## config.mk

```make
export PLATFORM = sky130hd
export DESIGN_NAME = fl_pte_ctrl
export DESIGN_NICKNAME = d
export VERILOG_FILES = /design/src/sv/fl_pte_pkg.sv /design/src/sv/fl_pte_ctrl.sv
export VERILOG_INCLUDE_DIRS = /design/src /design/src/sv
export SDC_FILE = /design/constraint.sdc
export NUM_CORES = 1
export LEC_CHECK = 0
export BUFFER_PORTS_ARGS = -buffer_cell sky130_fd_sc_hd__buf_2
export CAP_MARGIN = 20
export CORE_AREA = 5 5 42 44
export DETAILED_ROUTE_END_ITERATION = 10
export DIE_AREA = 0 0 47 49
export PLACE_DENSITY_LB_ADDON = 0.3
export SLEW_MARGIN = 20
export SYNTH_ARGS = -nofsm -noshare
export SYNTH_HDL_FRONTEND = slang
export SYNTH_SLANG_ARGS = --single-unit
export TNS_END_PERCENT = 1
```

## constraint.sdc

```tcl
create_clock -name clk -period 1.4 [get_ports clk]
set_clock_uncertainty 0.15 [all_clocks]
set_input_delay 0.35 -clock clk [delete_from_list [all_inputs] [get_ports clk]]
set_output_delay 0.35 -clock clk [all_outputs]
set_load 0.1 [all_outputs]
```

## src/sv/four_level_page_table_engine_top_assert.svh

```systemverilog
// assertion macros shared by the page table engine modules
`ifndef FOUR_LEVEL_PAGE_TABLE_ENGINE_TOP_ASSERT_SVH
`define FOUR_LEVEL_PAGE_TABLE_ENGINE_TOP_ASSERT_SVH

`ifndef SYNTHESIS
`define FLPTE_ASSERT_IMPL(label, clk, rst, ante, cons) \
  label: assert property (@(posedge clk) disable iff (rst) (ante) |-> (cons)) \
    else $error("same-cycle check failed");
`define FLPTE_ASSERT_NEXT(label, clk, rst, ante, cons) \
  label: assert property (@(posedge clk) disable iff (rst) (ante) |=> (cons)) \
    else $error("next-cycle check failed");
`else
`define FLPTE_ASSERT_IMPL(label, clk, rst, ante, cons)
`define FLPTE_ASSERT_NEXT(label, clk, rst, ante, cons)
`endif

`endif

```

## src/sv/fl_pte_pkg.sv

```systemverilog
// types, codes and constants of the page table engine
`timescale 1ns / 1ps
package fl_pte_pkg;

  localparam int TABLE_FRAMES_DEF      = 64;
  localparam int FRAME_NUMBER_BITS_DEF = 40;
  localparam int CFG_BITS              = 40;
  localparam int VA_BITS               = 48;
  localparam int PA_BITS               = 52;
  localparam int IDX_BITS              = 9;
  localparam int OFFSET_BITS           = 12;
  localparam int ENTRY_FLAG_BITS       = 3;
  localparam logic [1:0] LEVEL_LAST    = 2'd3;

  typedef enum logic [1:0] {
    REQ_MAP       = 2'd0,
    REQ_UNMAP     = 2'd1,
    REQ_TRANSLATE = 2'd2,
    REQ_NONE      = 2'd3
  } req_t;

  typedef enum logic [1:0] {
    STAT_OK            = 2'd0,
    STAT_NOT_MAPPED    = 2'd1,
    STAT_OUT_OF_FRAMES = 2'd2
  } stat_t;

  typedef enum logic [2:0] {
    S_CLEAR,
    S_IDLE,
    S_READ,
    S_EVAL,
    S_FINISH
  } state_t;

  typedef struct packed {
    logic clear_wr;
    logic accept;
    logic step;
    logic finish;
  } cmd_t;

  typedef struct packed {
    logic clear_done;
    logic req_nop;
    logic walk_done;
    logic out_free;
  } sts_t;

endpackage

```

## src/sv/fl_pte_ctrl.sv

```systemverilog
// walk controller state machine
`timescale 1ns / 1ps
`include "four_level_page_table_engine_top_assert.svh"
module fl_pte_ctrl import fl_pte_pkg::*; (
  input  logic clk,
  input  logic rst,
  input  logic in_valid,
  output logic in_stall,
  input  sts_t sts,
  output cmd_t cmd
);

  state_t state, state_next;

  always_ff @(posedge clk) begin
    if (rst) begin
      state <= S_CLEAR;
    end else begin
      state <= state_next;
    end
  end

  always_comb begin
    state_next = state;
    case (state)
      S_CLEAR: begin
        if (sts.clear_done) state_next = S_IDLE;
      end
      S_IDLE: begin
        if (in_valid) state_next = S_READ;
      end
      S_READ: begin
        state_next = sts.req_nop ? S_FINISH : S_EVAL;
      end
      S_EVAL: begin
        state_next = sts.walk_done ? S_FINISH : S_READ;
      end
      S_FINISH: begin
        if (sts.out_free) state_next = S_IDLE;
      end
      default: begin
        state_next = S_CLEAR;
      end
    endcase
  end

  always_comb begin
    cmd      = '0;
    in_stall = 1'b1;
    case (state)
      S_CLEAR: begin
        cmd.clear_wr = 1'b1;
      end
      S_IDLE: begin
        in_stall   = 1'b0;
        cmd.accept = in_valid;
      end
      S_EVAL: begin
        cmd.step = 1'b1;
      end
      S_FINISH: begin
        cmd.finish = sts.out_free;
      end
      default: begin
        cmd = '0;
      end
    endcase
  end

  `FLPTE_ASSERT_IMPL(a_eval_after_read, clk, rst, state == S_EVAL, $past(state) == S_READ)
  `FLPTE_ASSERT_NEXT(a_done_to_finish, clk, rst, state == S_EVAL && sts.walk_done, state == S_FINISH)
  `FLPTE_ASSERT_NEXT(a_accept_to_read, clk, rst, cmd.accept, state == S_READ)

endmodule

```

; ---- Yosys cells after proc, flatten, opt, wreduce, memory -nomap -nowiden
; Cells that the tools add are included.
; W data, S select, Z words.
[classes]
n_eq_ne = 7
mux = 11
reduce_logical = 2
[op_table]
columns = cell, n
row1 = $mux W3, 5
row2 = $pmux W3 S5, 1
row3 = $eq A3 B2 Y1 const B, 2
row4 = $ne A2 B2 Y1 const B, 3
row5 = $mux W1, 5
row6 = $eq A3 B1 Y1 const B, 1
row7 = $eq A3 B3 Y1 const B, 1
row8 = $logic_not A3 Y1, 1
row9 = $reduce_and A3 Y1, 1
[word_totals]
reg_bits = 3
output_inout_bits = 5
wordCells = 21

; ---- Logic depth before layout (Yosys ltp)
[depth]
ltp_word = 3
ltp_mapped = 4
mapped_depth_nobuf = 3

; ---- Worst setup path before layout
; OpenSTA, ideal clock, no wires.
[synth_path]
path_kind = register to output
from = register state[1]
to = output cmd[2] in the netlist's numbering
t_arrival_ns = 2.924
required_time_ns = 0.900
setup_slack_ns = -2.024
path_stages_with_launch = 4
n_path_buf = 1
path_cell_list = dfxtp_1 > clkbuf_1 > nand3b_1 > nor2_1
[synth_lines]
columns = element, line
row1 = "start, declared", fl_pte_ctrl.sv:13  ; state_t state, state_next;
row2 = "start signal, assigned", fl_pte_ctrl.sv:19  ; state <= state_next;
row3 = "end, declared", fl_pte_ctrl.sv:10  ; output cmd_t cmd

==> run summary <==
Dividing the detail-routed via count by the number of cells gives 4.26. The maximum single-stage delay on the critical path came out at 0.35 ns. The register-to-register setup slack is 0.02 ns. The synthesized design contains 3 register bits. The largest registers in the layout are state x3. The detail-routed net length per standard cell came out at 11.6 µm.

The data required time at the worst endpoint came out at 0.90 ns. The biggest area consumer among synthesized cells is sky130_fd_sc_hd__dfxtp_1. In this run the clock root is driven by a sky130_fd_sc_hd__clkbuf_4.

The TritonCTS clock tree is yes. The maximum number of pins on one net before global-route repair is 7. The final core utilization is 37.7%. Measured along the y axis, the die boundary spans 49 µm. STA classifies the critical path endpoint as an output pin. The number of global-route vias before repair is 324. In this run the remaining antenna-violating nets after routing total 0. The post-route netlist has 76.0% of its cells at a drive strength greater than 1. The source of the critical timing path is state[2]$_SDFFE_PP0P_. The max-slew violation total from the final report came out at 0. The count of synthesis-stage warnings from yosys came out at 0. The number of antenna violations at the first check in global routing came out at 0.

Once the floorplan was initialized, standard cells occupied 15.4% of the core. Summing over every cut layer, the via total after detailed routing is 281. The hold buffer count at CTS came out at 0. The global-route wire length before repair came out at 1370 µm.

Counting instances in the post-synthesis netlist gives the leading cell types as sky130_fd_sc_hd__dfxtp_1, sky130_fd_sc_hd__nand2_1, sky130_fd_sc_hd__nor2_1, sky130_fd_sc_hd__inv_1, sky130_fd_sc_hd__nor3_1. Setup violations remaining at the end of the flow were counted as 5. The signal on the critical path passes through buf_4 -> nor3_4 -> buf_12. Derived from the worst setup path, the maximum achievable clock frequency is 616 MHz.

The total clock buffers created by CTS came out at 3. The netlist uses 17 different library cells. The source-to-sink clock delay at the later pin of the worst-skew pair is 0.23 ns. In the synthesized netlist, the number of instances is 25. The clock drives 3 sinks. The maximum vdd ir drop came out at 522 µV.

Clock-pin slew was measured on the worst setup and hold paths at 0.04 ns. The total cell area at the placement stage is 443 µm². The tool flagged a number of max-cap violations equal to 0. The area share of the largest cell type after synthesis came out at 27.9%. The number of top-level pins is 12.

The register with the most flip-flops is state. The first routing iteration left 5 violations. In this run the number of H-tree levels came out at 1.

The half-perimeter wire length after detailed placement came out at 588 µm. The power after layout came out at 516 µW. The final period utilization is 116%.

The final routed wirelength across all metal layers came out at 767 µm. The area of the mapped netlist is 215 µm². The final layout net count came out at 58. The flip-flop count of the largest register after layout is 3. STA puts the critical path data arrival time at 1.12 ns. The largest individual stage delay along the critical path comes from the cell sky130_fd_sc_hd__dfxtp_4. The final antenna diode count came out at 0. The number of search-and-repair iterations in the first detailed-routing pass came out at 4. The share of flip-flops with an asynchronous set or reset came out at 0%. Setup repair after global routing could not meet its margin everywhere. The area taken by flip-flops and latches is 68.8 µm². The worst register-to-register path ends at state[1]$_SDFFE_PP0P_. The post-layout instance area came out at 528 µm².

The minimum clock period is 1.62 ns. The worst hold path begins at rst. The routability-driven placement congestion ratio is 0.796.

The transition time of the tightest slew-check pin is 0.200 ns. The depth of the most critical reg-to-reg path came out at 5. STA classifies the critical path startpoint as a register. The area of combinational cells with multiple inputs came out at 178 µm². In the post-synthesis netlist, the biggest area contributors are sky130_fd_sc_hd__dfxtp_1, sky130_fd_sc_hd__a311oi_2, sky130_fd_sc_hd__mux2_4. The number of remaining DRC errors came out at 0. The synthesized area per cell came out at 8.61 µm². The die extent in x is 47 µm. The synthesized net count came out at 32. The flow ran to the end, but the final reports show violations.

For this run, the total global-route usage over all layers was measured as 8.23%. Global routing finished with a remaining overflow of 0. In this run the tool buffered the top-level ports with 11 buffer cells. No sink is reached through more buffers than the 2 on the longest clock path. The final hold slack came out at 0.171 ns. Counting flops with a built-in enable in the synthesized netlist gives 0. In this run the tightest slew margin relative to its limit is 86.6%. The total count of hold-check failures in the final report is 0. The startpoint identified for the worst register-to-register timing path is state[0]$_SDFFE_PP0P_. The die covers 2300 µm². For this run, the leading register cell type out of synthesis is sky130_fd_sc_hd__dfxtp_1.

The worst-path maximum fanout came out at 6. In this run the core area contains 14 standard-cell rows. The sequential fraction of the synthesis area is 27.9%. The floorplan core area is 1400 µm². For this design the ratio of total power to cell area is 976 nW/µm². In this run the worst hold path is classified as in2reg. The most critical setup path has its endpoint at cmd[3]. Across all setup checks in the final design, the least slack found is -0.224 ns. The checks that failed: negative setup slack.

The synthesis-to-layout area growth is 145%. The number of fill cells in the layout came out at 151. The critical path in this run is classified as reg2out.

In this run the static leakage power is 0.227 nW.
[metrics by stage]
stage	TNS, ns	setup WS, ns	instances
6_report	-0.988	-0.224	66
3_3_place_gp	-0.164	-0.0661	60
3_5_place_dp	-0.148	-0.0704	60
2_1_floorplan	-3.26	-1.25	25
5_1_grt	-1.27	-0.269	66
4_1_cts	-1.02	-0.225	66
[logic make-up after synthesis]
kind of cell / synth area share, %
and+or+nand+nor: 32.0
AOI/OAI and AO/OA: 18.0
buffers and inverters: 10.5
DFF: 27.9
muxes: 11.6
[timing repair]
item	4_1_cts	5_1_grt
gates resized for setup	9	3
endpoints found under the hold margin	0	0
endpoints found under the setup margin	5	8
pin swaps	6	0
buffers inserted	2	0
[layout by cell type, fill, tap and decap left out, types with 2 or more instances in the layout]
| cell type | instances |
|---|---|
| sky130_fd_sc_hd__buf_12 | 5 |
| sky130_fd_sc_hd__buf_6 | 2 |
| sky130_fd_sc_hd__dfxtp_4 | 2 |
| sky130_fd_sc_hd__buf_2 | 6 |
| sky130_fd_sc_hd__buf_4 | 10 |
| sky130_fd_sc_hd__clkbuf_4 | 3 |
| sky130_fd_sc_hd__nor3_4 | 2 |
| sky130_fd_sc_hd__nor2_1 | 2 |
| sky130_fd_sc_hd__nand2_1 | 3 |
[how the worst min path moves through the flow]
stage / cells after the start / end
final: 2 / state[1]$_SDFFE_PP0P_
after detailed placement: 2 / state[1]$_SDFFE_PP0P_
after floorplan: 1 / state[0]$_SDFFE_PP0P_
after global placement: 2 / state[1]$_SDFFE_PP0P_
after global routing: 2 / state[1]$_SDFFE_PP0P_
after CTS: 2 / state[1]$_SDFFE_PP0P_
[power breakdown]
part           internal (mW)  leakage, nW  switching [mW]  total [mW]
sequential            0.0921       0.0264         0.00938       0.101
combinational          0.114        0.186           0.148       0.262
clock                  0.107       0.0150          0.0449       0.152
[worst max-delay path: cells and delay by family (launching register included)]
family	cells	cell delay (ns)
buffers and inverters	2	0.34
AND/OR/NAND/NOR	1	0.20
flip-flops	1	0.35
[final cells by class]
cell class,instances,share of cell area [%]
tap,16,3.79
timing repair buffer,23,43.1
inverter,2,1.42
multi-input combinational,18,33.6
sequential,3,13.0
clock buffer,4,4.98
[routing by layer]
layer | vias up | share of wire, % | track usage (%)
li1 | 139 | - | -
met1 | 126 | 41 | 9.43
met2 | 14 | 42 | 10.6
met3 | 2 | 14 | 4.43
met4 | 0 | 2.7 | 6.91
met5 | - | 0 | 0
No activity file was read; power rests on OpenSTA's default activity.
